## config.mk

```make
export PLATFORM = sky130hd
export DESIGN_NAME = gamepad_report_merger
export DESIGN_NICKNAME = d
export VERILOG_FILES = /design/src/hw/rtl/gpm_pkg.sv /design/src/hw/rtl/gpm_core.sv /design/src/hw/rtl/gpm_outq.sv /design/src/hw/rtl/gamepad_report_merger.sv
export SDC_FILE = /design/constraint.sdc
export NUM_CORES = 1
export LEC_CHECK = 0
export ABC_AREA = 1
export BUFFER_PORTS_ARGS = -buffer_cell sky130_fd_sc_hd__buf_2
export CAP_MARGIN = 20
export CORE_AREA = 10 10 186 363
export DETAILED_ROUTE_END_ITERATION = 6
export DIE_AREA = 0 0 196 373
export GPL_ROUTABILITY_DRIVEN = 0
export SETUP_SLACK_MARGIN = 0.15
export SLEW_MARGIN = 10
export SYNTH_ARGS = -nofsm -noshare
export SYNTH_HDL_FRONTEND = slang
export SYNTH_HIERARCHICAL = 1
export SYNTH_SLANG_ARGS = --single-unit
```

## constraint.sdc

```tcl
create_clock -name clk_i -period 8.2 [get_ports clk_i]
set_input_delay 0.41 -clock clk_i [delete_from_list [all_inputs] [get_ports clk_i]]
set_output_delay 0.41 -clock clk_i [all_outputs]
set_load 0.02 [all_outputs]
```

## src/hw/rtl/gpm_pkg.sv

```systemverilog
// Shared types, codes, constants and helper functions of the gamepad report merger.
`timescale 1ns / 1ps
`default_nettype none

package gpm_pkg;

  localparam logic [3:0]  HAT_CENTRE   = 4'd8;
  localparam logic [7:0]  STICK_CENTRE = 8'd128;
  localparam logic [15:0] CNT_MAX      = 16'hFFFF;

  // Register reset values
  localparam logic        RST_REMOTE_ENABLED = 1'b0;
  localparam logic [15:0] RST_BUTTON_A_MASK  = 16'd4;
  localparam logic [15:0] RST_BUTTON_LR_MASK = 16'd48;
  localparam logic [15:0] RST_TAP_TICKS      = 16'd100;
  localparam logic [15:0] RST_TIMEOUT_TICKS  = 16'd500;
  localparam logic [15:0] RST_RESEND_TICKS   = 16'd50;

  localparam int unsigned CFG_IDX_W = 3;
  localparam int unsigned CFG_DAT_W = 16;
  localparam int unsigned IN_TDATA_W  = 64;
  localparam int unsigned IN_PAYLD_W  = 58;
  localparam int unsigned OUT_TDATA_W = 56;
  localparam int unsigned RPT_W       = 52;

  typedef enum logic [1:0] {
    MODE_KEY    = 2'd0,
    MODE_REMOTE = 2'd1,
    MODE_TICK   = 2'd2,
    MODE_NONE   = 2'd3
  } mode_e;

  typedef enum logic [2:0] {
    KEY_UP    = 3'd0,
    KEY_DOWN  = 3'd1,
    KEY_LEFT  = 3'd2,
    KEY_RIGHT = 3'd3,
    KEY_OK    = 3'd4,
    KEY_BACK  = 3'd5
  } key_e;

  typedef enum logic [1:0] {
    ACT_PRESS   = 2'd0,
    ACT_RELEASE = 2'd1,
    ACT_SHORT   = 2'd2,
    ACT_LONG    = 2'd3
  } act_e;

  typedef enum logic [2:0] {
    CFG_REMOTE_ENABLED = 3'd0,
    CFG_BUTTON_A_MASK  = 3'd1,
    CFG_BUTTON_LR_MASK = 3'd2,
    CFG_TAP_TICKS      = 3'd3,
    CFG_TIMEOUT_TICKS  = 3'd4,
    CFG_RESEND_TICKS   = 3'd5
  } cfg_idx_e;

  // Remote state and report share one layout, buttons in the lowest bits
  typedef struct packed {
    logic [7:0]  ry;
    logic [7:0]  rx;
    logic [7:0]  ly;
    logic [7:0]  lx;
    logic [3:0]  hat;
    logic [15:0] buttons;
  } rpt_t;

  localparam rpt_t RPT_NEUTRAL = '{ry: STICK_CENTRE, rx: STICK_CENTRE, ly: STICK_CENTRE,
                                   lx: STICK_CENTRE, hat: HAT_CENTRE, buttons: 16'd0};

  // Input item, key in the lowest bits, kind on top
  typedef struct packed {
    logic [1:0]  mode;
    logic        link_up;
    logic [7:0]  remote_ry;
    logic [7:0]  remote_rx;
    logic [7:0]  remote_ly;
    logic [7:0]  remote_lx;
    logic [3:0]  remote_hat;
    logic [15:0] remote_buttons;
    logic [1:0]  key_action;
    logic [2:0]  key;
  } item_t;

  typedef struct packed {
    logic        remote_enabled;
    logic [15:0] button_a_mask;
    logic [15:0] button_lr_mask;
    logic [15:0] tap_ticks;
    logic [15:0] timeout_ticks;
    logic [15:0] resend_ticks;
  } cfg_t;

  // Reports of one item: count, report for all later beats, first report
  typedef struct packed {
    logic [1:0] n;
    rpt_t       rep1;
    rpt_t       rep0;
  } bndl_t;

  function automatic logic [15:0] sat_inc(input logic [15:0] v);
    sat_inc = (v == CNT_MAX) ? v : v + 16'd1;
  endfunction

  // Eight-way hat from held direction bits; opposite keys cancel
  function automatic logic [3:0] resolve_hat(input logic [3:0] d);
    logic up, down, left, right;
    up    = d[0] & ~d[1];
    down  = d[1] & ~d[0];
    left  = d[2] & ~d[3];
    right = d[3] & ~d[2];
    if (up)        resolve_hat = right ? 4'd1 : (left ? 4'd7 : 4'd0);
    else if (down) resolve_hat = right ? 4'd3 : (left ? 4'd5 : 4'd4);
    else           resolve_hat = right ? 4'd2 : (left ? 4'd6 : HAT_CENTRE);
  endfunction

  function automatic rpt_t make_rpt(input logic [3:0] hat, input logic [15:0] btn,
                                    input rpt_t rem);
    rpt_t r;
    logic [3:0] rhat;
    r         = rem;
    rhat      = (rem.hat > HAT_CENTRE) ? HAT_CENTRE : rem.hat;
    r.buttons = rem.buttons | btn;
    r.hat     = (hat != HAT_CENTRE) ? hat : rhat;
    make_rpt  = r;
  endfunction

endpackage

`default_nettype wire

```

## src/hw/rtl/gpm_core.sv

```systemverilog
// Merger state and the single-pass computation of the reports of one item.
`timescale 1ns / 1ps
`default_nettype none

module gpm_core import gpm_pkg::*; (
  input  wire logic  clk_i,
  input  wire logic  rst_ni,
  input  wire logic  fire_i,
  input  wire item_t item_i,
  input  wire cfg_t  cfg_i,
  output bndl_t      bndl_o
);

  logic [3:0]  dir_q, dir_d;
  logic [15:0] btn_q, btn_d;
  logic        pend_q, pend_d;
  logic [15:0] te_q, te_d;
  rpt_t        rem_q, rem_d;
  logic [15:0] su_q, su_d;
  logic [15:0] sr_q, sr_d;
  logic        c1, c2, c3;
  logic [1:0]  n;
  logic [3:0]  dbit;
  rpt_t        rep0, rep1;

  always_comb begin
    dir_d  = dir_q;
    btn_d  = btn_q;
    pend_d = pend_q;
    te_d   = te_q;
    rem_d  = rem_q;
    su_d   = su_q;
    sr_d   = sr_q;
    c1     = 1'b0;
    c2     = 1'b0;
    c3     = 1'b0;
    n      = 2'd0;
    dbit   = 4'd1 << item_i.key[1:0];
    unique case (mode_e'(item_i.mode))
      MODE_KEY: begin
        if (item_i.key <= KEY_RIGHT && item_i.key_action <= ACT_RELEASE) begin
          // set or clear one direction bit
          if (item_i.key_action == ACT_PRESS) dir_d = dir_q | dbit;
          else                                dir_d = dir_q & ~dbit;
          n = 2'd1;
        end else if (item_i.key == KEY_OK) begin
          unique case (act_e'(item_i.key_action))
            ACT_SHORT: begin
              btn_d  = btn_q | cfg_i.button_a_mask;
              pend_d = 1'b1;
              te_d   = '0;
              n      = 2'd1;
            end
            ACT_LONG: begin
              btn_d = btn_q | cfg_i.button_lr_mask;
              n     = 2'd1;
            end
            ACT_RELEASE: begin
              btn_d = btn_q & ~cfg_i.button_lr_mask;
              n     = 2'd1;
            end
            ACT_PRESS: ;
          endcase
        end
      end
      MODE_REMOTE: begin
        if (cfg_i.remote_enabled) begin
          rem_d = '{ry: item_i.remote_ry, rx: item_i.remote_rx, ly: item_i.remote_ly,
                    lx: item_i.remote_lx, hat: item_i.remote_hat,
                    buttons: item_i.remote_buttons};
          su_d  = '0;
          n     = 2'd1;
        end
      end
      MODE_TICK: begin
        // advance counters, then neutral, tap end and resend in that order
        su_d = sat_inc(su_q);
        sr_d = sat_inc(sr_q);
        if (pend_q) te_d = sat_inc(te_q);
        c1 = cfg_i.remote_enabled && (!item_i.link_up || su_d > cfg_i.timeout_ticks) &&
             (rem_q != RPT_NEUTRAL);
        c2 = pend_q && (te_d >= cfg_i.tap_ticks);
        c3 = sr_d >= cfg_i.resend_ticks;
        if (c1) rem_d = RPT_NEUTRAL;
        if (c2) begin
          pend_d = 1'b0;
          btn_d  = btn_q & ~cfg_i.button_a_mask;
        end
        if (c3) sr_d = '0;
        n = {1'b0, c1} + {1'b0, c2} + {1'b0, c3};
      end
      MODE_NONE: ;
    endcase
    // later beats all see the final state; a neutral beat still sees the tap bits
    rep1 = make_rpt(resolve_hat(dir_d), btn_d, rem_d);
    rep0 = c1 ? make_rpt(resolve_hat(dir_d), btn_q, rem_d) : rep1;
  end

  assign bndl_o = '{n: n, rep1: rep1, rep0: rep0};

  always_ff @(posedge clk_i or negedge rst_ni) begin
    if (!rst_ni) begin
      dir_q  <= '0;
      btn_q  <= '0;
      pend_q <= 1'b0;
      te_q   <= '0;
      rem_q  <= RPT_NEUTRAL;
      su_q   <= '0;
      sr_q   <= '0;
    end else if (fire_i) begin
      dir_q  <= dir_d;
      btn_q  <= btn_d;
      pend_q <= pend_d;
      te_q   <= te_d;
      rem_q  <= rem_d;
      su_q   <= su_d;
      sr_q   <= sr_d;
    end
  end

endmodule

`default_nettype wire

```

## src/hw/rtl/gpm_outq.sv

```systemverilog
// Two-entry queue of report bundles, sent out one report beat per cycle while ready_i is high.
`timescale 1ns / 1ps
`default_nettype none

module gpm_outq import gpm_pkg::*; (
  input  wire logic  clk_i,
  input  wire logic  rst_ni,
  input  wire logic  push_i,
  input  wire bndl_t bndl_i,
  output logic       full_o,
  output rpt_t       rpt_o,
  output logic       last_o,
  output logic       valid_o,
  input  wire logic  ready_i
);

  bndl_t       mem_q [2];
  logic        wr_ptr_q, rd_ptr_q;
  logic [1:0]  cnt_q;
  logic [1:0]  sub_q;
  bndl_t       head;
  logic        beat, pop;

  assign head    = mem_q[rd_ptr_q];
  assign valid_o = cnt_q != 2'd0;
  assign full_o  = cnt_q == 2'd2;
  assign rpt_o   = (sub_q == 2'd0) ? head.rep0 : head.rep1;
  assign last_o  = sub_q == head.n - 2'd1;
  assign beat    = valid_o && ready_i;
  assign pop     = beat && last_o;

  // store bundle payload
  always_ff @(posedge clk_i) begin
    if (push_i) mem_q[wr_ptr_q] <= bndl_i;
  end

  // pointers, fill count and beat index within the head bundle
  always_ff @(posedge clk_i or negedge rst_ni) begin
    if (!rst_ni) begin
      wr_ptr_q <= 1'b0;
      rd_ptr_q <= 1'b0;
      cnt_q    <= '0;
      sub_q    <= '0;
    end else begin
      if (push_i) wr_ptr_q <= ~wr_ptr_q;
      if (pop)    rd_ptr_q <= ~rd_ptr_q;
      if (push_i && !pop)      cnt_q <= cnt_q + 2'd1;
      else if (pop && !push_i) cnt_q <= cnt_q - 2'd1;
      if (pop)       sub_q <= '0;
      else if (beat) sub_q <= sub_q + 2'd1;
    end
  end

  a_head_nonempty: assert property (@(posedge clk_i) disable iff (!rst_ni)
    valid_o |-> head.n != 2'd0) else $error("queued bundle holds no report");

  a_sub_in_range: assert property (@(posedge clk_i) disable iff (!rst_ni)
    valid_o |-> sub_q < head.n) else $error("beat index past bundle end");

  a_no_overflow: assert property (@(posedge clk_i) disable iff (!rst_ni)
    push_i |-> cnt_q != 2'd2) else $error("push into full bundle queue");

  a_pop_count: assert property (@(posedge clk_i) disable iff (!rst_ni)
    (pop && !push_i) |=> cnt_q == $past(cnt_q) - 2'd1) else $error("pop lost count");

endmodule

`default_nettype wire

```

## src/hw/rtl/gamepad_report_merger.sv

```systemverilog
// Top level of the gamepad report merger: ports, input register and configuration.
`timescale 1ns / 1ps
`default_nettype none

// Merges local key events, remote controller updates and ticks into gamepad
// reports. Each input beat is taken into an input register, processed in a
// single pass against the merger state, and yields zero to three report
// beats, which are queued as one bundle and sent one beat per cycle while
// m_axis_tready is high; tlast marks the final report of an input beat. The
// input side accepts one beat per cycle as long as the two-entry bundle queue
// has room, so items giving one report stream at one per cycle while the
// output is ready; an item giving k reports sends them as k consecutive
// beats. Configuration writes take effect at the next edge and must happen
// while no item is in flight.

module gamepad_report_merger import gpm_pkg::*; (
  input  wire logic                   clk_i,
  input  wire logic                   rst_ni,
  // configuration write port
  input  wire logic                   cfg_we_i,
  input  wire logic [CFG_IDX_W-1:0]   cfg_idx_i,
  input  wire logic [CFG_DAT_W-1:0]   cfg_wdata_i,
  // input stream
  input  wire logic                   s_axis_tvalid,
  output logic                        s_axis_tready,
  // key[2:0], key_action[4:3], remote_buttons[20:5], remote_hat[24:21],
  // remote_lx[32:25], remote_ly[40:33], remote_rx[48:41], remote_ry[56:49],
  // link_up[57], zero fill[63:58]
  input  wire logic [IN_TDATA_W-1:0]  s_axis_tdata,
  // mode[1:0]
  input  wire logic [1:0]             s_axis_tuser,
  // report stream
  output logic                        m_axis_tvalid,
  input  wire logic                   m_axis_tready,
  // report_buttons[15:0], report_hat[19:16], report_lx[27:20],
  // report_ly[35:28], report_rx[43:36], report_ry[51:44], zero fill[55:52]
  output logic [OUT_TDATA_W-1:0]      m_axis_tdata,
  output logic                        m_axis_tlast
);

  cfg_t   cfg_q;
  item_t  in_q;
  logic   in_valid_q;
  logic   full, fire;
  bndl_t  bndl;
  rpt_t   rpt;

  // process the held item when the bundle queue has room
  assign fire          = in_valid_q && !full;
  assign s_axis_tready = !in_valid_q || fire;

  // configuration registers
  always_ff @(posedge clk_i or negedge rst_ni) begin
    if (!rst_ni) begin
      cfg_q <= '{remote_enabled: RST_REMOTE_ENABLED, button_a_mask: RST_BUTTON_A_MASK,
                 button_lr_mask: RST_BUTTON_LR_MASK, tap_ticks: RST_TAP_TICKS,
                 timeout_ticks: RST_TIMEOUT_TICKS, resend_ticks: RST_RESEND_TICKS};
    end else if (cfg_we_i) begin
      unique case (cfg_idx_i)
        CFG_REMOTE_ENABLED: cfg_q.remote_enabled <= cfg_wdata_i[0];
        CFG_BUTTON_A_MASK:  cfg_q.button_a_mask  <= cfg_wdata_i;
        CFG_BUTTON_LR_MASK: cfg_q.button_lr_mask <= cfg_wdata_i;
        CFG_TAP_TICKS:      cfg_q.tap_ticks      <= cfg_wdata_i;
        CFG_TIMEOUT_TICKS:  cfg_q.timeout_ticks  <= cfg_wdata_i;
        CFG_RESEND_TICKS:   cfg_q.resend_ticks   <= cfg_wdata_i;
        default: ;
      endcase
    end
  end

  // input register valid
  always_ff @(posedge clk_i or negedge rst_ni) begin
    if (!rst_ni) begin
      in_valid_q <= 1'b0;
    end else if (s_axis_tready) begin
      in_valid_q <= s_axis_tvalid;
    end
  end

  // input register payload
  always_ff @(posedge clk_i) begin
    if (s_axis_tvalid && s_axis_tready) begin
      in_q <= item_t'({s_axis_tuser, s_axis_tdata[IN_PAYLD_W-1:0]});
    end
  end

  gpm_core u_core (
    .clk_i  (clk_i),
    .rst_ni (rst_ni),
    .fire_i (fire),
    .item_i (in_q),
    .cfg_i  (cfg_q),
    .bndl_o (bndl)
  );

  gpm_outq u_outq (
    .clk_i   (clk_i),
    .rst_ni  (rst_ni),
    .push_i  (fire && bndl.n != 2'd0),
    .bndl_i  (bndl),
    .full_o  (full),
    .rpt_o   (rpt),
    .last_o  (m_axis_tlast),
    .valid_o (m_axis_tvalid),
    .ready_i (m_axis_tready)
  );

  assign m_axis_tdata = {{(OUT_TDATA_W - RPT_W){1'b0}}, rpt};

endmodule

`default_nettype wire
```

==> results.json <==
{
  "cts_buffer_depth": 3,
  "drive_gt1_frac": 0.118,
  "syn_inst": 2699,
  "routed-via-count": 19200,
  "grt_usage": 0.180,
  "portBuffers": 138,
  "area_growth_pct": 11.9,
  "max_freq_mhz": 170,
  "max-slew-margin-rel": 0.251,
  "synth_compound_area_frac": 0.118,
  "min_period_over_period": 0.719,
  "viasPerCell": 5.34,
  "synth_edf_count": 272,
  "finalSetupTns_ns": 0,
  "clock_sinks": 481,
  "pwr_density_cell_nw_per_um2": 327,
  "layout_min_cycle_time_ns": 5.89,
  "cts-resized-gates": 0,
  "syn_avg_cell_area_um2": 9.05,
  "cts_buffers": 46,
  "final-setup-viol-count": 0,
  "post_synth_num_cell_types": 59,
  "async_reset_ff_frac": 0.435,
  "synth_fa_ha_area_frac": 0.0310,
  "ys_dominant_reg_cell": "edfxtp_1",
  "clk_latency_ns": 0.59,
  "rsz0062_at_grt": "no",
  "drt_iter0_markers": 1305,
  "synthXorXnorAreaFrac": 0.0114,
  "hpwl_um": 47200,
  "crit_arrival_ns": 6.14,
  "antenna_found_initial": 2,
  "maxSlewViolCount": 0,
  "path_class": "reg2reg",
  "cts_hold_buffers": 48,
  "required_ns": 8.45,
  "h-tree-depth": 2,
  "wirelength_um": 68000,
  "post-route-util": 0.444,
  "synthesis.area_um2": 24400,
  "gr-total-overflow": 0,
  "worst_slack_ns": 2.31,
  "hold_viol": 0,
  "synth_warnings": 6,
  "yosysSeqAreaShare": 0.549,
  "fin_skew_ns": 0.0204,
  "die_width_um": 196,
  "grt_max_degree": 108,
  "cp-start-kind": "flop",
  "tightest_slew_ns": 1.11,
  "vdd_drop_max_mv": 0.184,
  "die_h_um": 373,
  "dieArea_um2": 73100,
  "root_buffer": "clkbuf_16",
  "path_max_fanout": 60,
  "grt_pass1_wl_um": 105000,
  "status": "finished, final reports clean",
  "dr.pass1.iters": 5,
  "final_nets": 2914,
  "placed_area_um2": 25200,
  "yosysTopAreaCellShare": 0.334,
  "hold_path.class": "in2reg",
  "core-area_um2": 61700,
  "wire_per_inst_um": 19.0,
  "min_path_cells": 1,
  "io_pins": 149,
  "post-place-ws_ns": 2.29,
  "synth_top_family_by_area": "simple AND/OR/NAND/NOR gates",
  "drc": 0,
  "power_mw": 8.94,
  "crit_path_end_kind": "flop",
  "rows": 129,
  "yosys.area.top_type": "edfxtp_1",
  "p_leak_nw": 11.8,
  "postCtsSetupBuffers": 0,
  "r2r-end": "u_outq/mem_q[1][99]$_DFFE_PP_",
  "ant_nets": 0,
  "r2r-start": "u_core/te_q[0]$_DFFE_PN0P_",
  "hold_start": "s_axis_tdata[18]",
  "rr_worst_depth": 26,
  "final_area_um2": 27300,
  "max_cap_violations": 0,
  "cts.clk_slew.worst_paths_ns": 0.07,
  "netlist_top_cells_area": "edfxtp_1, dfrtp_1, nand2_1",
  "fillerInstances": 5870,
  "yosys.area_share.simple": 0.203,
  "cts_tree": "yes",
  "min_to": "in_q[18]$_DFFE_PP_",
  "muxShareOfSynthArea": 0,
  "timing.reg2reg.setup_slack_ns": 2.31,
  "grt_pass1_vias": 19400,
  "initial_core_util": 0.396,
  "ys_seq_elements": 481
}
[layout by cell type (no fill, tap or decap), drive strengths merged, types with 2 or more instances in the layout]
cell         instances
edfxtp             272
nor4                 3
dfstp               20
o211ai              18
inv                271
bufinv               7
a21oi               81
a22oi                3
diode                2
dlygate4sd3         48
o22ai               70
nor2               196
nand4               22
a31oi               18
buf                163
dfrtp              189
xor2                30
nand2              615
o21ai              283
nand3              263
o31ai                2
ha                  59
clkbuf              56
o21bai               4
clkinv              11
conb                 4
nand3b               2
a21boi              29
nor3                39
or2                  2
clkinvlp            10
a211oi               4
[power breakdown]
group          switching, mW  leakage, nW  total [mW]  internal, mW
Combinational           2.26         5.91        3.17         0.914
Clock                  0.994        0.770        2.31          1.32
Sequential             0.272         5.12        3.46          3.18
Total                   3.52         11.8        8.94          5.41
[metrics by stage]
stage	std cells	hold slack (ns)
after global routing	3589	0.0102
after CTS	3588	0.00125
after floorplan	2702	0.114
after global placement	3453	0.455
final	3590	0.0324
after detailed placement	3454	0.463
[synthesized netlist by cell type (all sizes together) (2+ instances only)]
cell	n
buf	128
o22ai	70
nand4	22
a21boi	29
a211oi	4
xor2	30
or2	2
nand2	615
nor4	3
o211ai	18
o31ai	2
dfrtp	189
nand3	263
nand3b	2
edfxtp	272
a31oi	18
o21bai	4
clkbuf	70
a21oi	81
inv	267
o21ai	283
ha	59
nor2	196
a22oi	3
nor3	39
dfstp	20
[metal layers]
layer	part of all wire	vias up	wire (µm)	global-route usage
li1	-	9183	-	-
met1	0.36	9231	24500	0.186
met2	0.53	606	36300	0.335
met3	0.050	162	3410	0.0261
met4	0.055	2	3720	0.106
met5	0.00029	-	20	0
[sequential cells by signal (all words and copies together) (netlist names), 4 cells and up]
name	cells
u_core/dir_q	4
u_core/su_q	16
in_q	60
cfg_q	81
u_outq/mem_q	212
u_core/te_q	16
u_core/sr_q	16
u_core/btn_q	16
u_core/rem_q	52
[worst max-delay path, cell delays in order (launching register included)]
cell and delay, ns:
dfrtp_1 0.41, ha_1 0.22, nand2_1 0.09, inv_1 0.04, nand2_1 0.12, nor3_2 0.07, nand2_1 0.07, nand2_2 0.13
nor3_1 0.21, xor2_1 0.25, inv_1 0.09, ha_1 0.30, a21oi_1 0.16, o21ai_0 0.11, nand2_1 0.08, o211ai_1 0.08
nand2_1 0.08, nand3_2 0.37, nand2_1 0.19, inv_1 0.07, fa_1 0.48, nand2_1 0.05, a41oi_1 0.38, o21a_1 0.28
nand2_1 0.12, inv_4 0.59, buf_4 0.48
[cell families after synthesis]
kind of cell               after synthesis
other                                    1
xor gates and xnor gates                31
DFF                                    481
and+or+nand+nor                       1143
adders and majority gates               60
buffers and inverters                  466
AOI/OAI and AO/OA                      517
[worst max-delay path by stage]
stage / cells past startpoint / start / to
2_1_floorplan: 29 / u_core/su_q[0]$_DFFE_PN0P_ / u_outq/mem_q[0][0]$_DFFE_PP_
3_3_place_gp: 25 / u_core/te_q[0]$_DFFE_PN0P_ / u_outq/mem_q[1][100]$_DFFE_PP_
3_5_place_dp: 26 / u_core/te_q[0]$_DFFE_PN0P_ / u_outq/mem_q[1][48]$_DFFE_PP_
4_1_cts: 26 / u_core/te_q[0]$_DFFE_PN0P_ / u_outq/mem_q[1][101]$_DFFE_PP_
5_1_grt: 25 / u_core/te_q[0]$_DFFE_PN0P_ / u_outq/mem_q[1][47]$_DFFE_PP_
6_report: 26 / u_core/te_q[0]$_DFFE_PN0P_ / u_outq/mem_q[1][99]$_DFFE_PP_
[layout make-up]
cell class	count	area [µm²]	area share
multi-input cells	1755	8910	0.326
inverters	268	1020	0.0372
repair buffers	212	1380	0.0503
flip-flops and latches	481	13400	0.491
diodes	2	5.00	0.000183
clock inverters	31	389	0.0142
clock buffers	55	1240	0.0452
well taps	786	983	0.0360
(Power assumes the default switching activity.)
